[src/design/pps_pkg.sv]
// Package for the preemptive priority scheduler core.
// Holds field widths, command codes and the structs passed between the top level and cells.
// No dependencies.
package pps_pkg;

  localparam int DEFAULT_MAX_JOBS = 16;

  localparam int CMD_W   = 1;
  localparam int SLOT_W  = 4;
  localparam int BURST_W = 16;
  localparam int ARRV_W  = 16;
  localparam int PRIO_W  = 8;
  localparam int TIME_W  = 20;

  localparam logic [TIME_W-1:0] TIME_MAX = {TIME_W{1'b1}};

  typedef enum logic [CMD_W-1:0] {
    CMD_LOAD = 1'b0,
    CMD_TICK = 1'b1
  } cmd_t;

  // Load word broadcast to every cell
  typedef struct packed {
    logic               we;
    logic [SLOT_W-1:0]  slot;
    logic [BURST_W-1:0] burst;
    logic [ARRV_W-1:0]  arrival;
    logic [PRIO_W-1:0]  prio;
  } load_t;

  // Best candidate handed from cell to cell
  typedef struct packed {
    logic               found;
    logic [PRIO_W-1:0]  prio;
    logic [BURST_W-1:0] rem;
    logic [BURST_W-1:0] burst;
    logic [ARRV_W-1:0]  arrival;
  } cand_t;

endpackage

[src/design/pps_if.sv]
// Valid/ready channel interfaces for the scheduler's command and result words.
// Depends on pps_pkg for field widths.
interface pps_in_if import pps_pkg::*; ();
  logic               valid;
  logic               ready;
  logic [CMD_W-1:0]   command;
  logic [SLOT_W-1:0]  job_slot;
  logic [BURST_W-1:0] burst_time;
  logic [ARRV_W-1:0]  arrival_time;
  logic [PRIO_W-1:0]  job_priority;

  modport source (output valid, command, job_slot, burst_time, arrival_time, job_priority,
                  input ready);
  modport sink   (input valid, command, job_slot, burst_time, arrival_time, job_priority,
                  output ready);
endinterface

interface pps_out_if import pps_pkg::*; ();
  logic              valid;
  logic              ready;
  logic              running_valid;
  logic [SLOT_W-1:0] running_slot;
  logic              finished_valid;
  logic [SLOT_W-1:0] finished_slot;
  logic [TIME_W-1:0] turnaround;
  logic [TIME_W-1:0] waiting;
  logic              all_done;
  logic [TIME_W-1:0] current_time;

  modport source (output valid, running_valid, running_slot, finished_valid, finished_slot,
                  turnaround, waiting, all_done, current_time, input ready);
  modport sink   (input valid, running_valid, running_slot, finished_valid, finished_slot,
                  turnaround, waiting, all_done, current_time, output ready);
endinterface

[src/design/preemptive_priority_scheduler_core.sv]
// Channel  | Dir | Word contents
// in_ch    | in  | command, job_slot, burst_time, arrival_time, job_priority
// out_ch   | out | running/finished flags and slots, turnaround, waiting, all_done, time
//
// A load word goes through ST_REPORT into the output register; a tick word goes through
// ST_SCAN, ST_FINISH, ST_REPORT; the candidate walks MAX_JOBS cells one cell a cycle.
// One word is in work at a time; a result waits in the output register while the next
// word is accepted. Reset (rst_n low, synchronous) clears all pending flags and time.
// A stalled output holds the finished result and the next result waits in the core.
module preemptive_priority_scheduler_core import pps_pkg::*; #(
  parameter int MAX_JOBS = DEFAULT_MAX_JOBS
) (
  input logic clk,
  input logic rst_n,
  pps_in_if.sink    in_ch,
  pps_out_if.source out_ch
);

  localparam int IDX_W = (MAX_JOBS > 1) ? $clog2(MAX_JOBS) : 1;

  typedef enum logic [1:0] {
    ST_IDLE,
    ST_SCAN,
    ST_FINISH,
    ST_REPORT
  } state_t;

  state_t             state_r;
  logic [IDX_W-1:0]   cnt_r;
  logic [TIME_W-1:0]  time_r;
  logic [TIME_W-1:0]  time_nxt;
  logic               res_run_r;
  logic [SLOT_W-1:0]  res_slot_r;
  logic               res_fin_r;
  logic [TIME_W-1:0]  res_tat_r;
  logic [TIME_W-1:0]  res_wt_r;
  logic               out_valid_r;
  logic               out_run_r;
  logic [SLOT_W-1:0]  out_run_slot_r;
  logic               out_fin_r;
  logic [SLOT_W-1:0]  out_fin_slot_r;
  logic [TIME_W-1:0]  out_tat_r;
  logic [TIME_W-1:0]  out_wt_r;
  logic               out_done_r;
  logic [TIME_W-1:0]  out_time_r;

  logic               accept;
  load_t              load;
  logic               run_en;
  cand_t              best;
  logic [IDX_W-1:0]   best_slot;
  logic [TIME_W-1:0]  tat;
  logic [TIME_W-1:0]  wt;
  logic [MAX_JOBS-1:0] pending;

  cand_t              chain_c [MAX_JOBS+1];
  logic [IDX_W-1:0]   chain_s [MAX_JOBS+1];

  assign in_ch.ready = (state_r == ST_IDLE);
  assign accept      = in_ch.valid && in_ch.ready;

  // Broadcast a load word to the cells
  assign load = '{we: accept && (in_ch.command == CMD_LOAD), slot: in_ch.job_slot,
                  burst: in_ch.burst_time, arrival: in_ch.arrival_time,
                  prio: in_ch.job_priority};

  // Chain head starts with no candidate
  assign chain_c[0] = '0;
  assign chain_s[0] = '0;

  generate
    for (genvar i = 0; i < MAX_JOBS; i++) begin : g_cell
      pps_cell #(
        .IDX_W    (IDX_W),
        .CELL_IDX (i)
      ) u_cell (
        .clk        (clk),
        .rst_n      (rst_n),
        .load       (load),
        .run_en     (run_en),
        .run_slot   (best_slot),
        .time_now   (time_r),
        .cand_in    (chain_c[i]),
        .slot_in    (chain_s[i]),
        .cand_out_r (chain_c[i+1]),
        .slot_out_r (chain_s[i+1]),
        .pending_r  (pending[i])
      );
    end
  endgenerate

  assign best      = chain_c[MAX_JOBS];
  assign best_slot = chain_s[MAX_JOBS];
  assign run_en    = (state_r == ST_FINISH) && best.found;

  // Advance time with saturation, derive turnaround and waiting
  assign time_nxt = (time_r == TIME_MAX) ? time_r : time_r + TIME_W'(1);
  assign tat      = time_nxt - TIME_W'(best.arrival);
  assign wt       = (tat > TIME_W'(best.burst)) ? tat - TIME_W'(best.burst) : '0;

  // Sequence one word at a time and hold the result register
  always_ff @(posedge clk) begin
    if (!rst_n) begin
      state_r     <= ST_IDLE;
      cnt_r       <= '0;
      time_r      <= '0;
      out_valid_r <= 1'b0;
    end else begin
      if (out_valid_r && out_ch.ready && state_r != ST_REPORT) begin
        out_valid_r <= 1'b0;
      end
      unique case (state_r)
        ST_IDLE: begin
          if (accept) begin
            res_run_r  <= 1'b0;
            res_slot_r <= '0;
            res_fin_r  <= 1'b0;
            res_tat_r  <= '0;
            res_wt_r   <= '0;
            cnt_r      <= '0;
            state_r    <= (in_ch.command == CMD_TICK) ? ST_SCAN : ST_REPORT;
          end
        end
        ST_SCAN: begin
          cnt_r <= cnt_r + IDX_W'(1);
          if (cnt_r == IDX_W'(MAX_JOBS - 1)) begin
            state_r <= ST_FINISH;
          end
        end
        ST_FINISH: begin
          time_r <= time_nxt;
          if (best.found) begin
            res_run_r  <= 1'b1;
            res_slot_r <= SLOT_W'(best_slot);
            if (best.rem == BURST_W'(1)) begin
              res_fin_r <= 1'b1;
              res_tat_r <= tat;
              res_wt_r  <= wt;
            end
          end
          state_r <= ST_REPORT;
        end
        ST_REPORT: begin
          if (!out_valid_r || out_ch.ready) begin
            out_valid_r    <= 1'b1;
            out_run_r      <= res_run_r;
            out_run_slot_r <= res_slot_r;
            out_fin_r      <= res_fin_r;
            out_fin_slot_r <= res_fin_r ? res_slot_r : '0;
            out_tat_r      <= res_tat_r;
            out_wt_r       <= res_wt_r;
            out_done_r     <= ~|pending;
            out_time_r     <= time_r;
            state_r        <= ST_IDLE;
          end
        end
        default: state_r <= ST_IDLE;
      endcase
    end
  end

  assign out_ch.valid          = out_valid_r;
  assign out_ch.running_valid  = out_run_r;
  assign out_ch.running_slot   = out_run_slot_r;
  assign out_ch.finished_valid = out_fin_r;
  assign out_ch.finished_slot  = out_fin_slot_r;
  assign out_ch.turnaround     = out_tat_r;
  assign out_ch.waiting        = out_wt_r;
  assign out_ch.all_done       = out_done_r;
  assign out_ch.current_time   = out_time_r;

endmodule

[src/design/pps_cell.sv]
// One job slot of the scheduler chain: holds the slot's job and compares it against
// the candidate from the previous cell. Depends on pps_pkg.
module pps_cell import pps_pkg::*; #(
  parameter int IDX_W    = 4,
  parameter int CELL_IDX = 0
) (
  input  logic              clk,
  input  logic              rst_n,
  input  load_t             load,
  input  logic              run_en,
  input  logic [IDX_W-1:0]  run_slot,
  input  logic [TIME_W-1:0] time_now,
  input  cand_t             cand_in,
  input  logic [IDX_W-1:0]  slot_in,
  output cand_t             cand_out_r,
  output logic [IDX_W-1:0]  slot_out_r,
  output logic              pending_r
);

  logic [BURST_W-1:0] burst_r;
  logic [ARRV_W-1:0]  arrival_r;
  logic [PRIO_W-1:0]  prio_r;
  logic [BURST_W-1:0] rem_r;
  logic               load_hit;
  logic               run_hit;
  logic               ready_now;
  logic               take_own;

  assign load_hit = load.we && (32'(load.slot) == 32'(CELL_IDX));
  assign run_hit  = run_en && (run_slot == IDX_W'(CELL_IDX));

  // Store job fields, count down remaining time when run
  always_ff @(posedge clk) begin
    if (load_hit) begin
      burst_r   <= load.burst;
      arrival_r <= load.arrival;
      prio_r    <= load.prio;
      rem_r     <= load.burst;
    end else if (run_hit) begin
      rem_r <= rem_r - BURST_W'(1);
    end
  end

  // Track pending: set by a nonzero load, drop on the last unit of work
  always_ff @(posedge clk) begin
    if (!rst_n) begin
      pending_r <= 1'b0;
    end else if (load_hit) begin
      pending_r <= (load.burst != '0);
    end else if (run_hit && rem_r == BURST_W'(1)) begin
      pending_r <= 1'b0;
    end
  end

  // Take the candidate when arrived and better; prio ties go to shorter rem, then lower slot
  assign ready_now = pending_r && (TIME_W'(arrival_r) <= time_now);
  assign take_own  = ready_now && (!cand_in.found || prio_r < cand_in.prio ||
                     (prio_r == cand_in.prio && rem_r < cand_in.rem));

  // Hand the winner to the next cell
  always_ff @(posedge clk) begin
    if (take_own) begin
      cand_out_r <= '{found: 1'b1, prio: prio_r, rem: rem_r, burst: burst_r,
                      arrival: arrival_r};
      slot_out_r <= IDX_W'(CELL_IDX);
    end else begin
      cand_out_r <= cand_in;
      slot_out_r <= slot_in;
    end
  end

endmodule
[src/flat_wrapper.sv]
// flat-port wrapper written by rule: the top's interface ports become plain ports
module preemptive_priority_scheduler_core_flat import pps_pkg::*;
#(
  parameter int MAX_JOBS = DEFAULT_MAX_JOBS
)
  (clk, rst_n, in_ch_valid, in_ch_command, in_ch_job_slot, in_ch_burst_time, in_ch_arrival_time, in_ch_job_priority, in_ch_ready, out_ch_valid, out_ch_running_valid, out_ch_running_slot, out_ch_finished_valid, out_ch_finished_slot, out_ch_turnaround, out_ch_waiting, out_ch_all_done, out_ch_current_time, out_ch_ready);
  pps_in_if in_ch_i ();
  pps_out_if out_ch_i ();
  input logic clk;
  input logic rst_n;
  input wire logic [$bits(in_ch_i.valid)-1:0] in_ch_valid;
  input wire logic [$bits(in_ch_i.command)-1:0] in_ch_command;
  input wire logic [$bits(in_ch_i.job_slot)-1:0] in_ch_job_slot;
  input wire logic [$bits(in_ch_i.burst_time)-1:0] in_ch_burst_time;
  input wire logic [$bits(in_ch_i.arrival_time)-1:0] in_ch_arrival_time;
  input wire logic [$bits(in_ch_i.job_priority)-1:0] in_ch_job_priority;
  output wire logic [$bits(in_ch_i.ready)-1:0] in_ch_ready;
  output wire logic [$bits(out_ch_i.valid)-1:0] out_ch_valid;
  output wire logic [$bits(out_ch_i.running_valid)-1:0] out_ch_running_valid;
  output wire logic [$bits(out_ch_i.running_slot)-1:0] out_ch_running_slot;
  output wire logic [$bits(out_ch_i.finished_valid)-1:0] out_ch_finished_valid;
  output wire logic [$bits(out_ch_i.finished_slot)-1:0] out_ch_finished_slot;
  output wire logic [$bits(out_ch_i.turnaround)-1:0] out_ch_turnaround;
  output wire logic [$bits(out_ch_i.waiting)-1:0] out_ch_waiting;
  output wire logic [$bits(out_ch_i.all_done)-1:0] out_ch_all_done;
  output wire logic [$bits(out_ch_i.current_time)-1:0] out_ch_current_time;
  input wire logic [$bits(out_ch_i.ready)-1:0] out_ch_ready;
  assign in_ch_i.valid = in_ch_valid;
  assign in_ch_i.command = in_ch_command;
  assign in_ch_i.job_slot = in_ch_job_slot;
  assign in_ch_i.burst_time = in_ch_burst_time;
  assign in_ch_i.arrival_time = in_ch_arrival_time;
  assign in_ch_i.job_priority = in_ch_job_priority;
  assign in_ch_ready = in_ch_i.ready;
  assign out_ch_valid = out_ch_i.valid;
  assign out_ch_running_valid = out_ch_i.running_valid;
  assign out_ch_running_slot = out_ch_i.running_slot;
  assign out_ch_finished_valid = out_ch_i.finished_valid;
  assign out_ch_finished_slot = out_ch_i.finished_slot;
  assign out_ch_turnaround = out_ch_i.turnaround;
  assign out_ch_waiting = out_ch_i.waiting;
  assign out_ch_all_done = out_ch_i.all_done;
  assign out_ch_current_time = out_ch_i.current_time;
  assign out_ch_i.ready = out_ch_ready;
  preemptive_priority_scheduler_core #(.MAX_JOBS(MAX_JOBS)) u_core (.clk(clk), .rst_n(rst_n), .in_ch(in_ch_i), .out_ch(out_ch_i));
endmodule
[config.mk]
export PLATFORM = sky130hd
export DESIGN_NAME = preemptive_priority_scheduler_core_flat
export DESIGN_NICKNAME = d
export VERILOG_FILES = /design/src/design/pps_pkg.sv /design/src/design/pps_if.sv /design/src/design/preemptive_priority_scheduler_core.sv /design/src/design/pps_cell.sv /design/src/flat_wrapper.sv
export SDC_FILE = /design/constraint.sdc
export NUM_CORES = 2
export LEC_CHECK = 0
export BUFFER_PORTS_ARGS = -buffer_cell sky130_fd_sc_hd__buf_2
export CAP_MARGIN = 20
export CORE_ASPECT_RATIO = 0.5
export CORE_MARGIN = 1.5
export CORE_UTILIZATION = 50
export DETAILED_ROUTE_END_ITERATION = 6
export PLACE_DENSITY = 0.66
export SYNTH_ARGS = -nofsm -noshare
export SYNTH_HDL_FRONTEND = slang
export SYNTH_SLANG_ARGS = --single-unit
[constraint.sdc]
create_clock -name clk -period 13 [get_ports clk]
set_input_delay 1.3 -clock clk [delete_from_list [all_inputs] [get_ports clk]]
set_output_delay 1.3 -clock clk [all_outputs]
set_load 0.05 [all_outputs]
==> impl_results.md <==
- Worst setup path start: u_core.time_r[15]
- Number of remaining DRC errors: 0
- Fin. Hold Viols: 0
- Endpoints failing setup: 0
- Pint: 10.5 mW
- DRT Pass-1 Iters: 5
- Setup CP Type: register to register
- Power Total: 13.8 mW
- Post-Syn Nets: 7539
- Number of register bits inferred by synthesis: 2009
- Total wire length: 200000 um
- Clock Sink Count: 2009
- WP data arrival: 6.93 ns
- # fillers: 14000
- Vias in the first global route: 49300
- Initial antenna violation count: 11
- Port Buffers: 121
- # hold bufs at CTS: 0
- Switching Share: 23.6%
- Via density: 5.38
- Yosys warning total: 0
- Sequential share of power: 50.5%
- Worst-Margin Slew: 0.972 ns
- Hold endpoint: u_core.g_cell[3].u_cell.slot_out_r[1]
- Via count: 50800
- Clock Skews: 0.0487 ns
- Detail Route Antenna Nets: 0
- Remaining global-route overflow: 0
- I/O Pins: 122
- Detailed router's first-iteration violation count: 3462
- Post-synth EDFFs: 1013
- CTS tree: done
- Area grow syn2layout: 11.3%
- CP startpoint kind: register
- Total CTS buffers: 184
- Final #Nets: 7734
- Max Cap Violations: 0
- Status: completed
- Crit path time final: 6.41 ns
- Flop2flop setup slack: 6.59 ns
- Ratio of cells with drive above 1 in the final layout: 19.4%
- Setup crit end kind: register
- First-pass GRT wire length: 303000 um
- Wire per inst: 21.2 um
- Lkg Pwr: 35.9 nW
- Row count: 107
- Hold crit path type: register to register
- GRT Total Usage: 22.7%
- Syn Inst Count: 6817
- Fmax: 0.156 GHz
- Syn Area/Cell: 12.6 um^2
- Core area: 171000 um^2
- Reg clk slew, reported paths: 0.07 ns
- Slew Limit Fails: 0
- Yosys cell types: 69
- Worst Path Required: 13.52 ns
- Combinational power share: 9.1%
- Post-CTS Resized: 0
- Root buffer cell: clkbuf_16
- Hold slack: 0.408 ns
- Max-slew headroom: 35.2%
- Largest net degree at the start of global routing: 75
- Post-CTS Setup Inserts: 0
- Cells on Worst Hold Path: 1
- Hold Crit Start: u_core.g_cell[2].u_cell.slot_out_r[1]
- RSZ-0062 raised after global routing: false
- Post-Syn Area: 86000 um^2
- Die Footprint: 175000 um^2
- Worst-path maximum fanout: 19
- Initial Util: 50.4%
- R2R cell count: 23
- Final period util: 49.3%
- Power Density: 144 nW/um^2
- Post-synthesis async set-or-reset flop share: 0%
- Switching pwr: 3.25 mW
- Die height: 296 um
- Clk Latency, worst-skew pair: 0.84 ns
- TNS Setup: 0 ns
- CTS max path bufs: 4
- Clk pwr share: 40.3%
- R2R Path End: u_core.res_wt_r[3]
- Synth Flop Type: edfxtp_1
- DP Wirelength: 140000 um
- H-tree depth: 4
- Critical R2R Launch: u_core.time_r[15]
- Sequential share of the synthesized area: 58.6%
- Peak VDD IR: 129 uV
- GP Congestion: 0.895
- Chip width: 589 um
-- power by group through the flow --
stage               clock [mW]  combinational, mW  sequential [mW]
finish                    5.55               1.26             6.96
global route              5.89               1.39             6.97
detailed placement           0               1.25             7.10
CTS                       5.66               1.25             6.96
global placement             0               1.24             7.10
floorplan                    0              0.833             7.11
-- worst max-delay path by stage --
stage / depth (start not counted) / to / slack [ns]
after CTS: 23 / u_core.res_wt_r[4] / 6.65
after global routing: 23 / u_core.res_wt_r[8] / 6.00
after floorplan: 26 / u_core.res_wt_r[14] / 7.60
after global placement: 23 / u_core.res_wt_r[13] / 6.76
final: 23 / u_core.res_wt_r[3] / 6.59
after detailed placement: 23 / u_core.res_wt_r[15] / 6.70
-- layout make-up --
class | count | area [um^2] | area share (%)
Antenna cell | 6 | 15.0 | 0.0157
Clock buffer | 260 | 5380 | 5.63
Tap cell | 2289 | 2860 | 2.99
Clock inverter | 72 | 791 | 0.827
Timing Repair Buffer | 209 | 1260 | 1.32
Inverter | 498 | 1870 | 1.95
Sequential cell | 2009 | 50400 | 52.6
Multi-Input combinational cell | 4110 | 33100 | 34.6
-- per-stage QoR --
| step | std cells | setup WS, ns | utilization [%] | instance area [um^2] |
|---|---|---|---|---|
| floorplan | 6817 | 7.60 | - | 86000 |
| global placement | 9114 | 6.76 | 52.5 | 89500 |
| detailed placement | 9114 | 6.70 | 52.5 | 89500 |
| CTS | 9446 | 6.65 | 56.1 | 95600 |
| global route | 9448 | 6.00 | 56.1 | 95700 |
| finish | 9453 | 6.59 | 56.1 | 95700 |
-- metal layers --
metal / wire length, um / track usage, % / vias to the layer above / share of wire (%)
li1: - / - / 24900 / -
met1: 99600 / 33.9 / 24500 / 50
met2: 84100 / 33.9 / 1182 / 42
met3: 12100 / 3.96 / 279 / 6.0
met4: 4590 / 5.82 / 6 / 2.3
met5: 40 / 0 / - / 0.020
-- synth_stat cells, types with 11 or more instances --
master    count  area share, %
edfxtp_1   1013             35
dfxtp_1     996             23
mux2_2      818             11
ha_1        671            9.8
inv_1       496            2.2
nand2_1     419            1.8
o21ai_0     388            2.3
a21oi_1     216            1.3
xnor2_1     179            1.8
nor2_1      177           0.77
clkbuf_1    126           0.55
a21o_1      124            1.1
and2_1      108           0.79
nand4_1     107           0.78
nor3_1      103           0.60
nand2b_1     95           0.69
nand3_1      93           0.54
nor2b_1      93           0.68
nor4_1       92           0.67
xor2_1       85           0.87
buf_2        54           0.31
o21a_1       36           0.31
a21boi_0     25           0.22
or2_2        25           0.18
mux2i_1      22           0.26
a31oi_1      21           0.15
a211oi_1     19           0.17
buf_1        19          0.083
o31a_1       17           0.17
or4_1        16           0.14
and3_1       15           0.11
o31ai_1      15           0.13
nor4b_1      14           0.14
o41ai_1      11           0.11
-- cells by family (layout without fill, tap and decap cells) --
| family | after synthesis | after routing | synth area share (%) |
|---|---|---|---|
| DFF | 2009 | 2009 | 58.6 |
| and+or+nand+nor | 1386 | 1386 | 8.22 |
| AOI/OAI and AO/OA | 944 | 944 | 6.57 |
| muxes | 842 | 842 | 11.0 |
| buffers and inverters | 698 | 1039 | 3.13 |
| adders and majority gates | 673 | 673 | 9.81 |
| xor gates and xnor gates | 265 | 265 | 2.71 |
| other | 0 | 6 | 0 |
-- placed cells by master, fill, tap and decap left out, drive strengths merged, types with 17 or more instances in the layout --
| cell | n |
|---|---|
| nand3 | 93 |
| and2 | 108 |
| clkbuf | 260 |
| nand2b | 95 |
| edfxtp | 1013 |
| o21ai | 392 |
| buf | 209 |
| a21oi | 216 |
| a211oi | 19 |
| mux2 | 819 |
| o21a | 36 |
| nor2 | 177 |
| nand2 | 420 |
| clkinv | 45 |
| mux2i | 23 |
| nor2b | 93 |
| nand4 | 108 |
| a21o | 124 |
| a31oi | 21 |
| nor4 | 94 |
| dfxtp | 996 |
| or2 | 25 |
| xor2 | 86 |
| nor3 | 105 |
| inv | 499 |
| a21boi | 25 |
| ha | 671 |
| o31a | 17 |
| xnor2 | 179 |
-- registers in the layout, indices dropped and copies added (netlist names), 2 cells and up --
signal                           count
u_core.g_cell.u_cell.cand_out_r    904
u_core.g_cell.u_cell.arrival_r     256
u_core.g_cell.u_cell.burst_r       256
u_core.g_cell.u_cell.rem_r         256
u_core.g_cell.u_cell.prio_r        128
u_core.g_cell.u_cell.slot_out_r     49
u_core.out_ch.current_time          20
u_core.out_ch.turnaround            20
u_core.out_ch.waiting               20
u_core.res_tat_r                    20
u_core.res_wt_r                     20
u_core.time_r                       20
u_core.g_cell.u_cell.pending_r      16
u_core.cnt_r                         4
u_core.out_ch.finished_slot          4
u_core.out_ch.running_slot           4
u_core.res_slot_r                    4
u_core.state_r                       2
-- worst max-delay path, stage by stage, from the launching register on --
cell and delay (ns):
dfxtp_1 0.44, inv_2 0.25, nor4_4 0.45, nand3_1 0.45
a21oi_1 0.48, inv_1 0.09, ha_1 0.27, nor2b_1 0.12
o21ai_0 0.25, o22ai_1 0.20, o21a_1 0.20, o21ai_0 0.19
nor3b_1 0.24, nor2_1 0.09, ha_1 0.33, o21ai_0 0.18
a31oi_1 0.09, a31oi_1 0.30, nor2b_1 0.08, o21a_1 0.20
o22ai_1 0.31, a21oi_1 0.15, o31ai_4 0.63, a211oi_1 0.12
Note: power is estimated with default switching activity, not from simulation.
